==> config.mk <==
export PLATFORM = sky130hd
export DESIGN_NAME = dot_star_pattern_matcher
export DESIGN_NICKNAME = d
export VERILOG_FILES = /design/src/design/dspm_pkg.sv /design/src/design/dspm_nfa.sv /design/src/design/dot_star_pattern_matcher.sv
export SDC_FILE = /design/constraint.sdc
export NUM_CORES = 1
export LEC_CHECK = 0
export BUFFER_PORTS_ARGS = -buffer_cell sky130_fd_sc_hd__buf_2
export CAP_MARGIN = 15
export CORE_MARGIN = 3
export CORE_UTILIZATION = 40
export CTS_BUF_LIST = sky130_fd_sc_hd__clkbuf_4
export DETAILED_ROUTE_END_ITERATION = 16
export RECOVER_POWER = 50
export SYNTH_ARGS = -nofsm -noshare
export SYNTH_HDL_FRONTEND = slang
export SYNTH_SLANG_ARGS = --single-unit
==> constraint.sdc <==
create_clock -name i_clk -period 3.7 [get_ports i_clk]
set_input_delay 0.555 -clock i_clk [delete_from_list [all_inputs] [get_ports i_clk]]
set_output_delay 0.555 -clock i_clk [all_outputs]
set_load 0.005 [all_outputs]
==> src/design/dspm_pkg.sv <==
`default_nettype none

package dspm_pkg;

    typedef enum logic [1:0] {
        OP_APPEND = 2'd0,
        OP_TEXT   = 2'd1,
        OP_FINISH = 2'd2,
        OP_CLEAR  = 2'd3
    } t_op;

    localparam logic [7:0] STAR_BYTE = 8'h2A;
    localparam logic [7:0] DOT_BYTE  = 8'h2E;

    typedef struct packed {
        t_op        op;
        logic [7:0] symbol;
    } t_in_item;

    typedef struct packed {
        logic matched;
        logic overflow;
    } t_out_item;

endpackage

`default_nettype wire

==> src/design/dspm_nfa.sv <==
`default_nettype none

module dspm_nfa
    import dspm_pkg::*;
#(
    parameter int N = 32
) (
    input  wire logic [N:0]        i_active,
    input  wire logic [N-1:0]      i_valid_tok,
    input  wire logic [N-1:0]      i_star,
    input  wire logic [N-1:0][7:0] i_tok_byte,
    input  wire logic [7:0]        i_symbol,
    output logic      [N:0]        o_closed,
    output logic      [N:0]        o_next
);

    localparam int NP = N + 1;
    localparam int LV = $clog2(NP);

    logic [N-1:0]  star_m;
    logic [NP-1:0] g [LV+1];
    logic [NP-1:0] p [LV+1];
    logic [N-1:0]  hit;
    logic [N-1:0]  m;

    assign star_m = i_star & i_valid_tok;
    assign g[0]   = i_active;
    assign p[0]   = {star_m, 1'b0};

    // closure over starred runs as a parallel prefix
    for (genvar lv = 0; lv < LV; lv++) begin : g_lvl
        for (genvar i = 0; i < NP; i++) begin : g_bit
            if (i >= (1 << lv)) begin : g_comb
                assign g[lv+1][i] = g[lv][i] | (p[lv][i] & g[lv][i-(1<<lv)]);
                assign p[lv+1][i] = p[lv][i] & p[lv][i-(1<<lv)];
            end else begin : g_pass
                assign g[lv+1][i] = g[lv][i];
                assign p[lv+1][i] = p[lv][i];
            end
        end
    end

    assign o_closed = g[LV];

    for (genvar i = 0; i < N; i++) begin : g_hit
        assign hit[i] = (i_tok_byte[i] == i_symbol) || (i_tok_byte[i] == DOT_BYTE);
    end

    assign m      = i_valid_tok & o_closed[N-1:0] & hit;
    assign o_next = {1'b0, m & i_star} | {m & ~i_star, 1'b0};

endmodule

`default_nettype wire

==> src/design/dot_star_pattern_matcher.sv <==
// Channel | Valid      | Ready       | Payload
// input   | i_in_valid | o_in_ready  | i_in_data  (t_in_item: op, symbol)
// output  | o_out_valid| i_out_ready | o_out_data (t_out_item: matched, overflow)
//
// One request per cycle on every op while the output is not stalled; a finish result appears the cycle after accept.
// The NFA step and closure (prefix tree over MAX_TOKENS+1 positions) are combinational.
// Reset leaves an empty pattern with only position zero active; no clearing pass.
// A held result stalls input only while the output register is full and not taken.
`default_nettype none

module dot_star_pattern_matcher
    import dspm_pkg::*;
#(
    parameter int MAX_TOKENS = 32
) (
    input  wire logic      i_clk,
    input  wire logic      i_rst_n,
    input  wire logic      i_in_valid,
    output logic           o_in_ready,
    input  wire t_in_item  i_in_data,
    output logic           o_out_valid,
    input  wire logic      i_out_ready,
    output t_out_item      o_out_data
);

    localparam int CW = $clog2(MAX_TOKENS + 1);

    logic [MAX_TOKENS-1:0][7:0] r_tok_byte;
    logic [MAX_TOKENS-1:0]      r_tok_star;
    logic [CW-1:0]              r_count;
    logic [MAX_TOKENS:0]        r_active;
    logic                       r_ovf;
    logic                       r_out_valid;
    t_out_item                  r_out;

    logic [MAX_TOKENS-1:0] valid_tok;
    logic [MAX_TOKENS:0]   closed;
    logic [MAX_TOKENS:0]   n_active;
    logic                  accept;
    logic                  last_star;
    logic                  star_hit;
    logic                  full;
    logic                  matched;

    assign o_in_ready  = !r_out_valid || i_out_ready;
    assign accept      = i_in_valid && o_in_ready;
    assign o_out_valid = r_out_valid;
    assign o_out_data  = r_out;

    for (genvar i = 0; i < MAX_TOKENS; i++) begin : g_vld
        assign valid_tok[i] = CW'(i) < r_count;
    end

    always_comb begin
        last_star = 1'b0;
        for (int i = 0; i < MAX_TOKENS; i++) begin
            if (r_count == CW'(i + 1)) begin
                last_star = r_tok_star[i];
            end
        end
    end

    always_comb begin
        matched = 1'b0;
        for (int i = 0; i <= MAX_TOKENS; i++) begin
            if (r_count == CW'(i)) begin
                matched = closed[i];
            end
        end
    end

    assign star_hit = (i_in_data.symbol == STAR_BYTE) && (r_count != '0) && !last_star;
    assign full     = r_count == CW'(MAX_TOKENS);

    dspm_nfa #(
        .N (MAX_TOKENS)
    ) u_nfa (
        .i_active    (r_active),
        .i_valid_tok (valid_tok),
        .i_star      (r_tok_star),
        .i_tok_byte  (r_tok_byte),
        .i_symbol    (i_in_data.symbol),
        .o_closed    (closed),
        .o_next      (n_active)
    );

    // token store and result payload
    always_ff @(posedge i_clk) begin
        if (accept && i_in_data.op == OP_APPEND) begin
            for (int i = 0; i < MAX_TOKENS; i++) begin
                if (star_hit && r_count == CW'(i + 1)) begin
                    r_tok_star[i] <= 1'b1;
                end else if (!star_hit && r_count == CW'(i)) begin
                    r_tok_byte[i] <= i_in_data.symbol;
                    r_tok_star[i] <= 1'b0;
                end
            end
        end
        if (accept && i_in_data.op == OP_FINISH) begin
            r_out.matched  <= matched;
            r_out.overflow <= r_ovf;
        end
    end

    always_ff @(posedge i_clk) begin
        if (!i_rst_n) begin
            r_count     <= '0;
            r_ovf       <= 1'b0;
            r_active    <= (MAX_TOKENS + 1)'(1);
            r_out_valid <= 1'b0;
        end else begin
            if (accept && i_in_data.op == OP_FINISH) begin
                r_out_valid <= 1'b1;
            end else if (i_out_ready) begin
                r_out_valid <= 1'b0;
            end
            if (accept) begin
                case (i_in_data.op)
                    OP_APPEND: begin
                        if (!star_hit) begin
                            if (full) begin
                                r_ovf <= 1'b1;
                            end else begin
                                r_count <= r_count + CW'(1);
                            end
                        end
                    end
                    OP_TEXT: begin
                        r_active <= n_active;
                    end
                    OP_FINISH: begin
                        r_active <= (MAX_TOKENS + 1)'(1);
                    end
                    OP_CLEAR: begin
                        r_count  <= '0;
                        r_ovf    <= 1'b0;
                        r_active <= (MAX_TOKENS + 1)'(1);
                    end
                    default: begin
                        r_active <= r_active;
                    end
                endcase
            end
        end
    end

endmodule

`default_nettype wire

# Yosys cells after proc, flatten, opt, wreduce, memory -nomap -nowiden
# Cells that the tools add are included.
totals:
  regBits: 331
  wordCells: 935
op_classes:
  n_addsub: 1
  order_cmp: 32
  eq_ne: 103
  n_mux: 106
  bitwise_logic: 412
  n_reduce_logical: 211
op_table:
  columns: ["op", "n"]
  rows:
  - ["$eq 8x6->1 const B", 33]
  - ["$eq 8x8->1", 32]
  - ["$and 1x1->1", 238]
  - ["$and 32x32->32", 5]
  - ["$or 1x1->1", 135]
  - ["$mux 1", 101]
  - ["$eq 6x5->1 const B", 16]
  - ["$lt 5x6->1 const A", 16]
  - ["$reduce_and 3->1", 32]
  - ["$reduce_bool 2->1", 35]
  - ["$logic_and 1x1->1", 69]
  - ["$pmux 33 s2", 1]
  - ["$reduce_and 2->1", 33]
  - ["$eq 6x4->1 const B", 8]
  - ["$lt 4x6->1 const A", 8]
  - ["$logic_or 1x1->1", 33]
  - ["$or 32x33->33", 1]
  - ["$not 1->1", 32]
  - ["$not 32->32", 1]
  - ["$eq 6x3->1 const B", 4]
  - ["$lt 3x6->1 const A", 4]
  - ["$eq 6x2->1 const B", 2]
  - ["$lt 1x6->1 const A", 2]
  - ["$lt 2x6->1 const A", 2]
  - ["other kinds (15)", 22]

# Longest topological paths before layout
logic_depth:
  depth_word: 39
  mapped_depth: 16
  ltp_nobuf: 13

# Modules after synthesis
# Synthesis repeated with hierarchy kept, for this count alone.
unflattened:
  cells_unflattened: 1693
  hier_area_um2: 18255.0
modules_own_cells:
  columns: ["mod", "n_inst", "cells_per_inst", "area_each_um2", "seq_area_each_um2"]
  rows:
  - ["dot_star_pattern_matcher", 1, 929, 13010.0, 9529.1]
  - ["dspm_nfa", 1, 764, 5245.0, 0.0]

# Least setup slack after synthesis
# Ideal clock, no wire load.
synth_timing:
  path_kind: "flip-flop to flip-flop"
  from: "register r_count[1]"
  to: "register r_active[31]"
  setup_time_ns: 0.059
  t_arrival_ns: 3.336
  setup_slack_ns: 0.304
  path_stages_with_launch: 16
  period_less_slack_ns: 3.396
  cell_sequence: "dfxtp_1 > buf_2 > inv_1 > ha_1 > buf_6 > or3b_1 > o22ai_2 > o31a_1 > a2111o_1 > a31o_2 > o21a_4 > o21ai_4 > a31o_1 > a31oi_1 > or4b_1 > nand2_1"
synth_between:
  elab_chain_cells: 17
  word_cells_on_any_way: 213
synth_rtl:
  columns: ["item", "line", "text"]
  rows:
  - ["start: declaration", "dot_star_pattern_matcher.sv:30", "logic [CW-1:0] r_count;"]
  - ["start signal: assignment", "dot_star_pattern_matcher.sv:124", "r_count <= r_count + CW'(1);"]
  - ["$lt 1x6->1", "dot_star_pattern_matcher.sv:51", "assign valid_tok[i] = CW'(i) < r_count;"]
  - ["$and 32x32->32", "dspm_nfa.sv:26", "assign star_m = i_star & i_valid_tok;"]
  - ["$and 1x1->1", "dspm_nfa.sv:34", "assign g[lv+1][i] = g[lv][i] | (p[lv][i] & g[lv][i-(1<<lv)]);"]
  - ["$or 1x1->1", "dspm_nfa.sv:34", null]
  - ["$and 1x1->1", "dspm_nfa.sv:34", null]
  - ["$or 1x1->1", "dspm_nfa.sv:34", null]
  - ["$and 1x1->1", "dspm_nfa.sv:34", null]
  - ["$or 1x1->1", "dspm_nfa.sv:34", null]
  - ["$and 1x1->1", "dspm_nfa.sv:34", null]
  - ["$or 1x1->1", "dspm_nfa.sv:34", null]
  - ["$and 1x1->1", "dspm_nfa.sv:34", null]
  - ["$or 1x1->1", "dspm_nfa.sv:34", null]
  - ["$and 32x32->32 (*) (2 in a row)", "dspm_nfa.sv:49", "assign m = i_valid_tok & o_closed[N-1:0] & hit;"]
  - ["$and 32x32->32", "dspm_nfa.sv:50", "assign o_next = {1'b0, m & i_star} | {m & ~i_star, 1'b0};"]
  - ["$or 32x33->33 (*)", "dspm_nfa.sv:50", null]
  - ["$pmux 33 s2 (*)", "dot_star_pattern_matcher.sv:118", "case (i_in_data.op)"]
  - ["end signal: assignment", "dot_star_pattern_matcher.sv:129", "r_active <= n_active;"]
  - ["end signal: assignment", "dot_star_pattern_matcher.sv:132", "r_active <= (MAX_TOKENS + 1)'(1);"]
  - ["end signal: assignment", "dot_star_pattern_matcher.sv:137", "r_active <= (MAX_TOKENS + 1)'(1);"]
  - ["end: declaration", "dot_star_pattern_matcher.sv:31", "logic [MAX_TOKENS:0] r_active;"]
# Mark *: on every way between the ends. The rest lies on a longest branch, timed or not.
# A chain may end at the register's enable or synchronous reset.

# Final worst setup path
layout_timing:
  from: "register r_count[3]"
  to: "register r_tok_star[25] (enable)"
layout_between:
  elab_chain_cells: 39
  word_cells_on_any_way: 73
layout_rtl:
  columns: ["item", "line", "text"]
  rows:
  - ["$eq 6x1->1", "dot_star_pattern_matcher.sv:57", "if (r_count == CW'(i + 1)) begin"]
  - ["$mux 1 (32 in a row)", "dot_star_pattern_matcher.sv:57", null]
  - ["$logic_not 1->1", "dot_star_pattern_matcher.sv:72", "assign star_hit = (i_in_data.symbol == STAR_BYTE) && (r_count != '0) && !last_star;"]
  - ["$logic_and 1x1->1", "dot_star_pattern_matcher.sv:72", null]
  - ["$logic_not 1->1", null, null]
  - ["$logic_and 1x1->1", "dot_star_pattern_matcher.sv:93", "end else if (!star_hit && r_count == CW'(i)) begin"]
  - ["$reduce_bool 2->1 (no line) (*)", null, null]
  - ["$reduce_and 2->1 (no line) (*)", null, null]
  - ["end signal: indexed assignment", "dot_star_pattern_matcher.sv:92", "r_tok_star[i] <= 1'b1;"]
  - ["end signal: indexed assignment", "dot_star_pattern_matcher.sv:95", "r_tok_star[i] <= 1'b0;"]
  - ["end: declaration", "dot_star_pattern_matcher.sv:29", "logic [MAX_TOKENS-1:0] r_tok_star;"]
# Marks and branches as above.

==> qor.csv <==
metric,value,unit
run status,finished with violations,
drt pass-1 iters,5,
critical path launch point type,flop,
largest net degree at the start of global routing,65,
most frequent cells in the layout,"edfxtp_1, xor2_1, nor2_1",
Num CTS Buffers,83,
"reg-to-reg slack, setup",140,ps
largest fanout on the critical path,35,
peak supply drop,0.156,mV
Worst EP arrival,4010,ps
GP Congestion,0.925,
"commonest non-fill, non-tap cell in the layout",edfxtp_1,
Via density,5.62,
Tmin final,3560,ps
worst slew pin tran,2130,ps
Final Hold Fails,0,
routed wire length,47100,um
Yosys reg bits,331,
CP endpoint kind,flop,
synthesized cell area,0.0178,mm2
final core occ,0.463,
Synth async-reset ratio,0,
max-cap violations,8,
CTS tree,built,
Lkg Pwr,6.57,nW
Netlist cell types,90,
Post-synth EDFFs,290,
global-route wire length before repair,74500,um
layout cells sized above 1,0.151,
CTS max path bufs,3,
Slew headroom,-0.418,
main flop type after synthesis,edfxtp_1,
Congestion Overflow GR,0,
Filler cells,4106,
initial core utilization,0.409,
drt initial violations,1024,
Worst-path clk slew,70,ps
Tot Pwr,7.64,mW
"Seq/Total Area, Yosys",0.536,
vias,13372,
DP HPWL,30800,um
Ys Warns,0,
clock root buffer,clkbuf_4,
crit path kind,flop to flop,
clk_lat worst skew,730,ps
power density over the cells,380,mW/mm2
multi-input logic area,0.00780,mm2
fin. max-slew vios,415,
setup TNS,0,ps
fmax,281,MHz
Top Ports,18,
Setup Buffers After CTS,0,
Setup-failing EPs final,0,
DR DRC count,0,
Hold WC Path Type,primary input to flop,
FF+latch area,0.00953,mm2
vias in the first global route,13596,
H-tree depth reported by CTS,3,
crit share post-route,0.962,
WL/cell,19.8,um
final net count,1744,
RSZ-0062 raised after global routing,false,
Die H,217,um
Syn Inst Count,1613,
GR Util All Layers,0.199,
CTS Sinks,331,
CP Data Required Time,4150,ps
Core ar.,0.0435,mm2
DIE AREA,0.0470,mm2
Buffers on Ports,17,
Worst Hold Slack,186,ps
# hold bufs at CTS,0,
initial antenna violation count,1,
skew final,53.4,ps
"Avg Cell Area, Syn",11.0,um2
die outline width,217,um
Cell Rows,76,
Routed Antenna Nets,0,
failing checks,"capacitance limit, slew limit",
Syn-to-layout area delta,13.1,%
net count after synthesis,1631,
[power by group]
group | total (mW) | switching (mW) | internal, mW
Combinational | 0.393 | 0.266 | 0.127
Sequential | 4.06 | 0.00479 | 4.06
Clock | 3.18 | 1.46 | 1.72
Total | 7.64 | 1.73 | 5.90
[cell usage after synthesis (all sizes together), types with 6 or more instances]
cell type / count / share of area
a211oi: 7 / 0.0030
a21o: 9 / 0.0038
a21oi: 65 / 0.019
a22oi: 21 / 0.0089
a31oi: 18 / 0.0063
and2: 15 / 0.0053
and3: 12 / 0.0042
buf: 41 / 0.012
clkbuf: 51 / 0.011
dfxtp: 41 / 0.046
edfxtp: 290 / 0.49
inv: 26 / 0.0055
mux2i: 7 / 0.0039
nand2: 69 / 0.015
nand2b: 30 / 0.011
nand3: 47 / 0.013
nand4: 51 / 0.018
nand4b: 22 / 0.011
nor2: 127 / 0.027
nor2b: 45 / 0.016
nor3: 51 / 0.015
nor4: 60 / 0.022
nor4b: 16 / 0.0082
o211ai: 13 / 0.0055
o21a: 44 / 0.019
o21ai: 47 / 0.014
o21bai: 6 / 0.0025
o22ai: 12 / 0.0046
or2: 10 / 0.0035
or3: 12 / 0.0042
xnor2: 120 / 0.059
xor2: 136 / 0.067
[worst paths after layout]
| path | startpoint | depth (start not counted) | endpoint |
|---|---|---|---|
| setup / recovery | r_count[3] | 10 | r_tok_star[25] |
| hold / removal | i_out_ready | 3 | o_out_valid |
| setup reg to reg | r_count[3] | 10 | r_tok_star[25] |
| hold reg to reg | r_ovf | 0 | o_out_data[0] |
[metrics by stage]
step	cells	worst slack [ps]	area, um2
floorplan	1613	304	17800
global placement	2226	186	19100
detailed placement	2226	138	19100
CTS	2377	97.6	20200
global route	2378	5.82	20100
finish	2378	142	20100
[worst max-delay path, cell delays in order, from the launching register on]
cell	delay (ps)
dfxtp_1	400
buf_4	290
nor2_1	140
buf_4	190
and4b_1	200
nand2_1	70
nand4_1	180
nor3_1	600
clkbuf_2	860
nor3_1	160
o21a_1	220
[layer usage]
metal / vias to the layer above / global-route usage / wire length [um]
li1: 6329 / - / -
met1: 6549 / 0.264 / 21300
met2: 394 / 0.321 / 21500
met3: 100 / 0.0369 / 2630
met4: 0 / 0.0863 / 1620
met5: - / 0 / 0
[what timing repair did]
action	CTS	global route
hold endpoints to repair	0	0
gates resized for setup	0	11
endpoints found under the setup margin	0	4
[area by class of cell]
type,count,share of cell area
Antenna cell,1,0.000124
Clock buffer,121,0.0452
Clock inverter,30,0.0100
Inverter,26,0.00485
Multi-Input combinational cell,1164,0.388
Sequential cell,331,0.474
Tap cell,585,0.0364
Timing Repair Buffer,120,0.0416
[registers in the layout (all words and copies together), names as in the netlist]
signal,flops
r_ovf,1
r_active,33
r_count,6
o_out_valid,1
r_tok_byte,256
r_tok_star,32
o_out_data,2
[cells by family (layout without fill, tap and decap cells)]
kind of cell / Yosys count / after routing / share of synthesized area
AOI/OAI and AO/OA: 312 / 312 / 0.121
xor gates and xnor gates: 256 / 256 / 0.126
muxes: 8 / 8 / 0.00457
and+or+nand+nor: 584 / 584 / 0.181
adders and majority gates: 4 / 4 / 0.00281
buffers and inverters: 118 / 297 / 0.0283
other: 0 / 1 / 0
DFF: 331 / 331 / 0.536
(Power assumes the default switching activity.)
